==> config.mk <==
export PLATFORM = sky130hd
export DESIGN_NAME = cmd_ram
export DESIGN_NICKNAME = d
export VERILOG_FILES = /design/src/hdl/cmd_ram.sv
export SDC_FILE = /design/constraint.sdc
export NUM_CORES = 1
export LEC_CHECK = 0
export BUFFER_PORTS_ARGS = -buffer_cell sky130_fd_sc_hd__buf_2
export CAP_MARGIN = 20
export CORE_ASPECT_RATIO = 0.5
export CORE_MARGIN = 2
export CORE_UTILIZATION = 50
export DETAILED_ROUTE_END_ITERATION = 6
export GPL_ROUTABILITY_DRIVEN = 0
export PLACE_DENSITY = 0.76
export SYNTH_ARGS = -nofsm -noshare
export SYNTH_HDL_FRONTEND = slang
export SYNTH_SLANG_ARGS = --single-unit
==> constraint.sdc <==
create_clock -name i_clk -period 4.25 [get_ports i_clk]
set_input_delay 0.85 -clock i_clk [delete_from_list [all_inputs] [get_ports i_clk]]
set_output_delay 0.85 -clock i_clk [all_outputs]
set_load 0.005 [all_outputs]
==> src/hdl/cmd_ram.sv <==
module cmd_ram #(
    parameter int DATA_W = 8,
    parameter int DEPTH  = 16
) (
    input  logic                     i_clk,
    input  logic                     i_we,
    input  logic [$clog2(DEPTH)-1:0] i_waddr,
    input  logic [DATA_W-1:0]        i_wdata,
    input  logic                     i_re,
    input  logic [$clog2(DEPTH)-1:0] i_raddr_a,
    input  logic [$clog2(DEPTH)-1:0] i_raddr_b,
    output logic [DATA_W-1:0]        o_rdata_a,
    output logic [DATA_W-1:0]        o_rdata_b
);

    logic [DATA_W-1:0] r_mem [DEPTH];
    logic [DATA_W-1:0] r_rdata_a;
    logic [DATA_W-1:0] r_rdata_b;

    // one write port, two registered read ports (read-first)
    always_ff @(posedge i_clk) begin
        if (i_we) begin
            r_mem[i_waddr] <= i_wdata;
        end
        if (i_re) begin
            r_rdata_a <= r_mem[i_raddr_a];
            r_rdata_b <= r_mem[i_raddr_b];
        end
    end

    assign o_rdata_a = r_rdata_a;
    assign o_rdata_b = r_rdata_b;

endmodule

==> results of run 1 <==
## worst register-to-register path, cell delays in order (launching register included)
cell	delay (ns)
sky130_fd_sc_hd__edfxtp_1	0.38
sky130_fd_sc_hd__mux4_4	0.62
sky130_fd_sc_hd__a22oi_1	0.36
sky130_fd_sc_hd__nand2_1	0.10
## sequential cells by signal, indices dropped and copies added (netlist names)
signal	count
o_rdata_b	8
r_mem	128
o_rdata_a	8
## stage by stage
stage	area (um2)	utilization	std cells	setup slack (ns)
after floorplan	6510	-	307	1.91
after global placement	6780	0.534	501	1.28
after detailed placement	6780	0.534	501	1.25
after CTS	7350	0.579	533	1.71
after global routing	7360	0.579	535	1.55
final	7360	0.579	535	1.63
## cells in the final DEF, fill, tap and decap left out, drive strengths merged
cell,count
a22oi,32
and2,2
and2b,2
buf,44
bufinv,2
clkbuf,17
clkinv,9
clkinvlp,3
diode,2
edfxtp,144
inv,1
mux4,64
nand2,17
nand2b,2
nand3,1
nand3b,2
nor2,14
nor2b,2
nor3,4
or3b,1
## how the worst max path moves through the flow
stage                  from                      to  slack (ns)
2_1_floorplan    i_waddr[2]   r_mem[0][0]$_DFFE_PP_        1.91
3_3_place_gp   i_raddr_a[0]  o_rdata_a[4]$_DFFE_PP_        1.28
3_5_place_dp   i_raddr_b[0]  o_rdata_b[3]$_DFFE_PP_        1.25
6_report       i_raddr_a[0]  o_rdata_a[4]$_DFFE_PP_        1.63
5_1_grt        i_raddr_b[0]  o_rdata_b[2]$_DFFE_PP_        1.55
4_1_cts        i_raddr_b[0]  o_rdata_b[3]$_DFFE_PP_        1.71
## cell type report
| cell class | count | area [um2] | area share |
|---|---|---|---|
| clock inverter | 15 | 145 | 0.0197 |
| antenna | 2 | 5.00 | 0.000680 |
| timing repair buffer | 44 | 235 | 0.0320 |
| clock buffer | 17 | 425 | 0.0578 |
| tap | 170 | 213 | 0.0289 |
| sequential | 144 | 4320 | 0.588 |
| multi-input combinational | 143 | 2010 | 0.273 |
## layer usage
| metal | global-route usage | up-vias | wire [um] |
|---|---|---|---|
| met2 | 0.352 | 247 | 7250 |
| met1 | 0.310 | 1818 | 5750 |
| met3 | 0.0721 | 25 | 1760 |
| met5 | 0 | - | 0 |
| li1 | - | 1449 | - |
| met4 | 0.0807 | 0 | 232 |
## power by group through the flow
stage / Combinational (mW) / Sequential (mW) / Clock [mW]
after floorplan: 0.143 / 1.65 / 0
after global placement: 0.217 / 1.65 / 0
after detailed placement: 0.224 / 1.65 / 0
after CTS: 0.225 / 1.62 / 1.44
after global routing: 0.244 / 1.63 / 1.49
final: 0.228 / 1.62 / 1.43
## cells by family after synthesis
group | Yosys count
flops | 144
mux | 64
simple gates | 47
compound gates | 32
buf+inv | 20
==> impl_summary.txt, run 1 <==
----------------------------------------------------
[Logic synthesis]
  Area fraction of the dominant cell type after synthesis ... 0.665
  Unique masters post-synth ... 19
  Cell type contributing the most total cell area after synthesis ... sky130_fd_sc_hd__edfxtp_1
  Avg Synthesized Cell Area ... 21.2 um2
  Top cells by area, synth ... sky130_fd_sc_hd__edfxtp_1 66%, sky130_fd_sc_hd__mux4_2 12%, sky130_fd_sc_hd__mux4_1 11%, sky130_fd_sc_hd__a22oi_1 3.7%, sky130_fd_sc_hd__buf_6 1.0%
  Post-synth design cell area ... 6510 um2
  Number of flops mapped to enable cells by yosys ... 144
  Area fraction in compound gates after synthesis ... 0.0369
  Dominant combinational cell family by area after synthesis ... multiplexers
  Synth Instances ... 307
  Xor/xnor cell area share of the yosys netlist ... 0
  Total nets after synthesis ... 330
  Adder-cell share of the synthesized area ... 0
  Post-synthesis share of cell area spent on and, or, nand and nor gates ... 0.0335
  Share of flip-flops with an asynchronous set or reset after synthesis ... 0
  Synth top cells by count ... 144 x sky130_fd_sc_hd__edfxtp_1, 34 x sky130_fd_sc_hd__mux4_2, 32 x sky130_fd_sc_hd__a22oi_1, 28 x sky130_fd_sc_hd__mux4_1, 17 x sky130_fd_sc_hd__nand2_1
  Most numerous cell in the Yosys netlist ... sky130_fd_sc_hd__edfxtp_1
  Yosys warnings ... 0
  Top flip-flop cell by instance count after synthesis ... sky130_fd_sc_hd__edfxtp_1
  Sequential element share of the synthesized area ... 0.665
  Multiplexer area fraction after synthesis ... 0.238
  Post-synthesis register bit count ... 144

[Die]
  Die Span Y ... 84.7 um
  Initial Util ... 0.512
  Number of core rows ... 29
  Die area ... 14,000 um2
  CORE AREA ... 12,700 um2
  Number of top-level pins ... 39
  Die width ... 165 um

[GRT]
  Vias in the first global route ... 3,559
  Maximum number of pins on one net before global-route repair ... 33
  Wire length of the first global-routing pass ... 21.8 mm
  Antenna violations before repair ... 2
  Global-route total usage across every layer ... 0.227
  Overall overflow remaining after global route ... 0

[STA]
  RSZ-0062 raised after global routing ... false
  Slew at the pin closest to its max-slew limit ... 0.992 ns
  Max-slew violation total from the final report ... 0
  Min Tclk post-route ... 2.62 ns
  Final-layout setup total negative slack ... 0 ns
  Period utilization ... 0.616
  Tightest slew margin relative to the limit ... 0.337
  Worst hold margin ... 0.778 ns
  Final hold violations ... 0
  Setup violators final ... 0
  Achievable Freq ... 382 MHz
  Worst clock skew ... 0.00721 ns

[Power]
  Net switching component of the power ... 0.713 mW
  Leakage Power ... 2.48 nW
  Internal power consumption ... 2.57 mW
  Part of the total power dissipated in combinational logic ... 0.070
  Fraction of power spent switching nets ... 0.218
  Sequential share of power ... 0.495
  Peak ir drop on the vdd network ... 0.000297 V
  Clock network power share ... 0.435
  Total power divided by cell area ... 446 nW/um2
  Overall Power ... 3.28 mW

[Routing]
  WL per Instance ... 28.0 um
  Routed via count divided by cell count ... 6.61
  Vias after detailed routing ... 3,539
  Initial detailed-routing violation count ... 442
  Number of search-and-repair iterations in the first detailed-routing pass ... 5
  Wirelength, routed ... 15.0 mm
  Remaining DRCs ... 0
  Post-route ant nets ... 0

[Worst setup path]
  Worst-path maximum fanout ... 27
  Data arrival, critical path ... 2.77 ns
  Launch point of the worst reg-to-reg path ... r_mem[3][7]$_DFFE_PP_
  Category of the worst setup path launch point ... primary input
  End of the worst register-to-register path ... o_rdata_b[7]$_DFFE_PP_
  Max stage delay on crit path ... 0.69 ns
  CP max-delay cell ... sky130_fd_sc_hd__buf_2
  Number of cells on the critical path ... 4
  Family with the most delay on the worst path ... buffers and inverters
  Depth of the worst register-to-register path ... 3
  Type of element capturing the critical path ... flop
  Critical Path, Cell by Cell ... buf_2 > mux4_1 > a22oi_1 > nand2_1
  Kind of critical path ... in -> reg
  Data required time at the worst endpoint ... 4.40 ns
  R2r setup slk ... 2.54 ns
  Crit path buf inv count ... 1

[Clocking]
  Sinks on the clock net ... 144
  H-tree depth ... 4
  Number of cells upsized or downsized after cts ... 0
  Clock transition time at the flip-flop clock pins of the worst setup and hold paths ... 0.06 ns
  Number of buffers on the longest clock path ... 2
  Root Buffer ... sky130_fd_sc_hd__clkbuf_16
  Number of setup buffers added after CTS ... 0
  Latest clock arrival within the worst-skew pair ... 0.41 ns
  CTS tree ... yes
  Hold buffer count at CTS ... 0
  Num CTS Buffers ... 17

[Cells and area]
  Final-stage net count ... 373
  Fillers ... 892
  Fraction of final layout cells sized beyond drive strength 1 ... 0.306
  Area Overhead vs Synth ... 13.1%

[Run]
  Number of max-capacitance violations reported ... 0

[Status]
  Run status ... completed

[Hold path]
  Min-Delay Path Depth ... 3
  Hold path startpoint ... r_mem[15][5]$_DFFE_PP_
  Worst hold-check path type ... reg -> reg
  End point of the most critical hold path ... o_rdata_b[5]$_DFFE_PP_

[Place]
  Count of input and output buffers ... 38
  Estimated wirelength of the detail-placed design ... 9.37 mm

----------------------------------------------------
No activity file was read; power rests on OpenSTA's default activity.
==> run 2: changes to the inputs <==
Clock period 4.25 ns to 2.51 ns, I/O delays scaled along.
==> impl_summary.txt, run 2 (same netlist as run 1, synthesis figures left out) <==
----------------------------------------------------
[Status]
  Run status ... completed

[GRT]
  Global-route total usage across every layer ... 0.235
  Overall overflow remaining after global route ... 0
  Wire length of the first global-routing pass ... 22.7 mm
  Vias in the first global route ... 3,685
  Antenna violations before repair ... 1
  Maximum number of pins on one net before global-route repair ... 33

[STA]
  Max-slew violation total from the final report ... 0
  Setup violators final ... 0
  Final hold violations ... 0
  Setup WS post-layout ... 0.597 ns
  Period utilization ... 0.762
  RSZ-0062 raised after global routing ... false
  Min Tclk post-route ... 1.91 ns
  Worst clock skew ... 0.00533 ns
  Final-layout setup total negative slack ... 0 ns
  Slew at the pin closest to its max-slew limit ... 0.470 ns
  Tightest slew margin relative to the limit ... 0.686
  Achievable Freq ... 523 MHz

[Cells and area]
  Antenna diodes ... 0
  Top library cells by usage in the layout, fill and taps aside ... 144 x sky130_fd_sc_hd__edfxtp_1, 38 x sky130_fd_sc_hd__buf_2, 34 x sky130_fd_sc_hd__mux4_2
  Utilization of the core after routing ... 0.596
  Register with the most flip-flops ... r_mem
  Commonest non-fill, non-tap cell in the layout ... sky130_fd_sc_hd__edfxtp_1
  Final-stage net count ... 392
  Fraction of final layout cells sized beyond drive strength 1 ... 0.336
  Number of flip-flops under the largest register name ... 128
  Area Overhead vs Synth ... 16.4%

[Worst setup path]
  Data required time at the worst endpoint ... 2.67 ns
  Kind of critical path ... in -> reg
  Worst-path maximum fanout ... 26
  CP endpoint ... o_rdata_a[3]$_DFFE_PP_
  Critical Path, Cell by Cell ... buf_2 > buf_12 > mux4_1 > a22oi_1 > nand2_1
  Type of element capturing the critical path ... flop
  End of the worst register-to-register path ... o_rdata_b[7]$_DFFE_PP_
  CP max-delay cell ... sky130_fd_sc_hd__mux4_1
  R2r setup slk ... 0.67 ns
  Launch point of the worst reg-to-reg path ... r_mem[2][7]$_DFFE_PP_
  CP startpoint ... i_raddr_a[0]
  Data arrival, critical path ... 2.08 ns
  Category of the worst setup path launch point ... primary input
  Max stage delay on crit path ... 0.63 ns
  Depth of the worst register-to-register path ... 3

[Clocking]
  Hold buffer count at CTS ... 0
  Clock transition time at the flip-flop clock pins of the worst setup and hold paths ... 0.06 ns
  H-tree depth ... 4
  Latest clock arrival within the worst-skew pair ... 0.42 ns
  Number of setup buffers added after CTS ... 0
  Num CTS Buffers ... 17
  Root Buffer ... sky130_fd_sc_hd__clkbuf_16
  Number of buffers on the longest clock path ... 2
  Number of cells upsized or downsized after cts ... 0
  Sinks on the clock net ... 144
  CTS tree ... yes

[Run]
  Number of max-capacitance violations reported ... 0

[Routing]
  Wirelength, routed ... 15.1 mm
  WL per Instance ... 27.4 um
  Number of search-and-repair iterations in the first detailed-routing pass ... 5
  Initial detailed-routing violation count ... 463
  Post-route ant nets ... 0
  Vias after detailed routing ... 3,621
  Remaining DRCs ... 0
  Routed via count divided by cell count ... 6.57

[Place]
  Estimated wirelength of the detail-placed design ... 9.76 mm
  Worst setup slack before clock tree synthesis ... 0.216 ns
  Count of input and output buffers ... 38

[Power]
  Total power divided by cell area ... 754 nW/um2
  Leakage Power ... 2.62 nW
  Peak ir drop on the vdd network ... 0.000508 V

[Die]
  Number of core rows ... 29
  Die width ... 165 um
  CORE AREA ... 12,700 um2
  Initial Util ... 0.512
  Number of top-level pins ... 39
  Die Span Y ... 84.7 um
  Die area ... 14,000 um2

[Hold path]
  Worst hold-check path type ... in -> reg

----------------------------------------------------
==> run 2: cell count changes in the layout (fill, tap and decap cells not counted), moves of 2 or more <==
cell / change
sky130_fd_sc_hd__buf_12: +4
sky130_fd_sc_hd__buf_4: +15
sky130_fd_sc_hd__bufinv_16: +2
sky130_fd_sc_hd__clkinvlp_4: -3
sky130_fd_sc_hd__diode_2: -2
==> run 2: worst max-delay path, delay by kind of cell <==
kind | cells | cell delay, ns
buf+inv | 2 | 0.49
mux | 1 | 0.63
simple gates | 1 | 0.09
compound gates | 1 | 0.36
==> run 2: report_power, final <==
| group | switching [mW] | total [mW] | internal, mW |
|---|---|---|---|
| clock network | 0.910 | 2.55 | 1.64 |
| registers | 0.0276 | 2.75 | 2.72 |
| logic | 0.221 | 0.408 | 0.187 |
| total | 1.16 | 5.71 | 4.55 |
==> run 2: stage by stage <==
step / area (um2) / hold slack (ns) / cells / total power, mW
2_1_floorplan: 6510 / 0.601 / 307 / 3.03
3_3_place_gp: 6970 / 0.747 / 520 / 3.18
3_5_place_dp: 6970 / 0.760 / 520 / 3.20
4_1_cts: 7570 / 0.447 / 551 / 5.74
5_1_grt: 7570 / 0.463 / 551 / 5.89
6_report: 7570 / 0.467 / 551 / 5.71
==> run 2: cell type report <==
type	instances	area, um2
Multi-Input combinational cell	143	2010
Clock buffer	18	429
Timing Repair Buffer	63	428
Clock inverter	13	170
Tap cell	170	213
Sequential cell	144	4320
Fill cell	904	5130
==> run 2: worst min-delay path by stage <==
stage                     slack, ns                     end  cells after the start              startpoint
after global placement         0.75  o_rdata_a[3]$_DFFE_PP_                      3  r_mem[14][3]$_DFFE_PP_
after global routing           0.46   r_mem[4][4]$_DFFE_PP_                      1              i_wdata[4]
after detailed placement       0.76  o_rdata_a[0]$_DFFE_PP_                      3   r_mem[6][0]$_DFFE_PP_
after CTS                      0.45   r_mem[4][4]$_DFFE_PP_                      1              i_wdata[4]
after floorplan                0.60   r_mem[0][0]$_DFFE_PP_                      0              i_wdata[0]
final                          0.47   r_mem[1][4]$_DFFE_PP_                      1              i_wdata[4]
==> run 2: routing by layer <==
| metal | track usage | wire length, um | share of wire |
|---|---|---|---|
| met5 | 0 | 0 | 0 |
| met4 | 0.0603 | 182 | 0.012 |
| met3 | 0.0929 | 1640 | 0.11 |
| met2 | 0.362 | 7280 | 0.48 |
| met1 | 0.318 | 5980 | 0.40 |
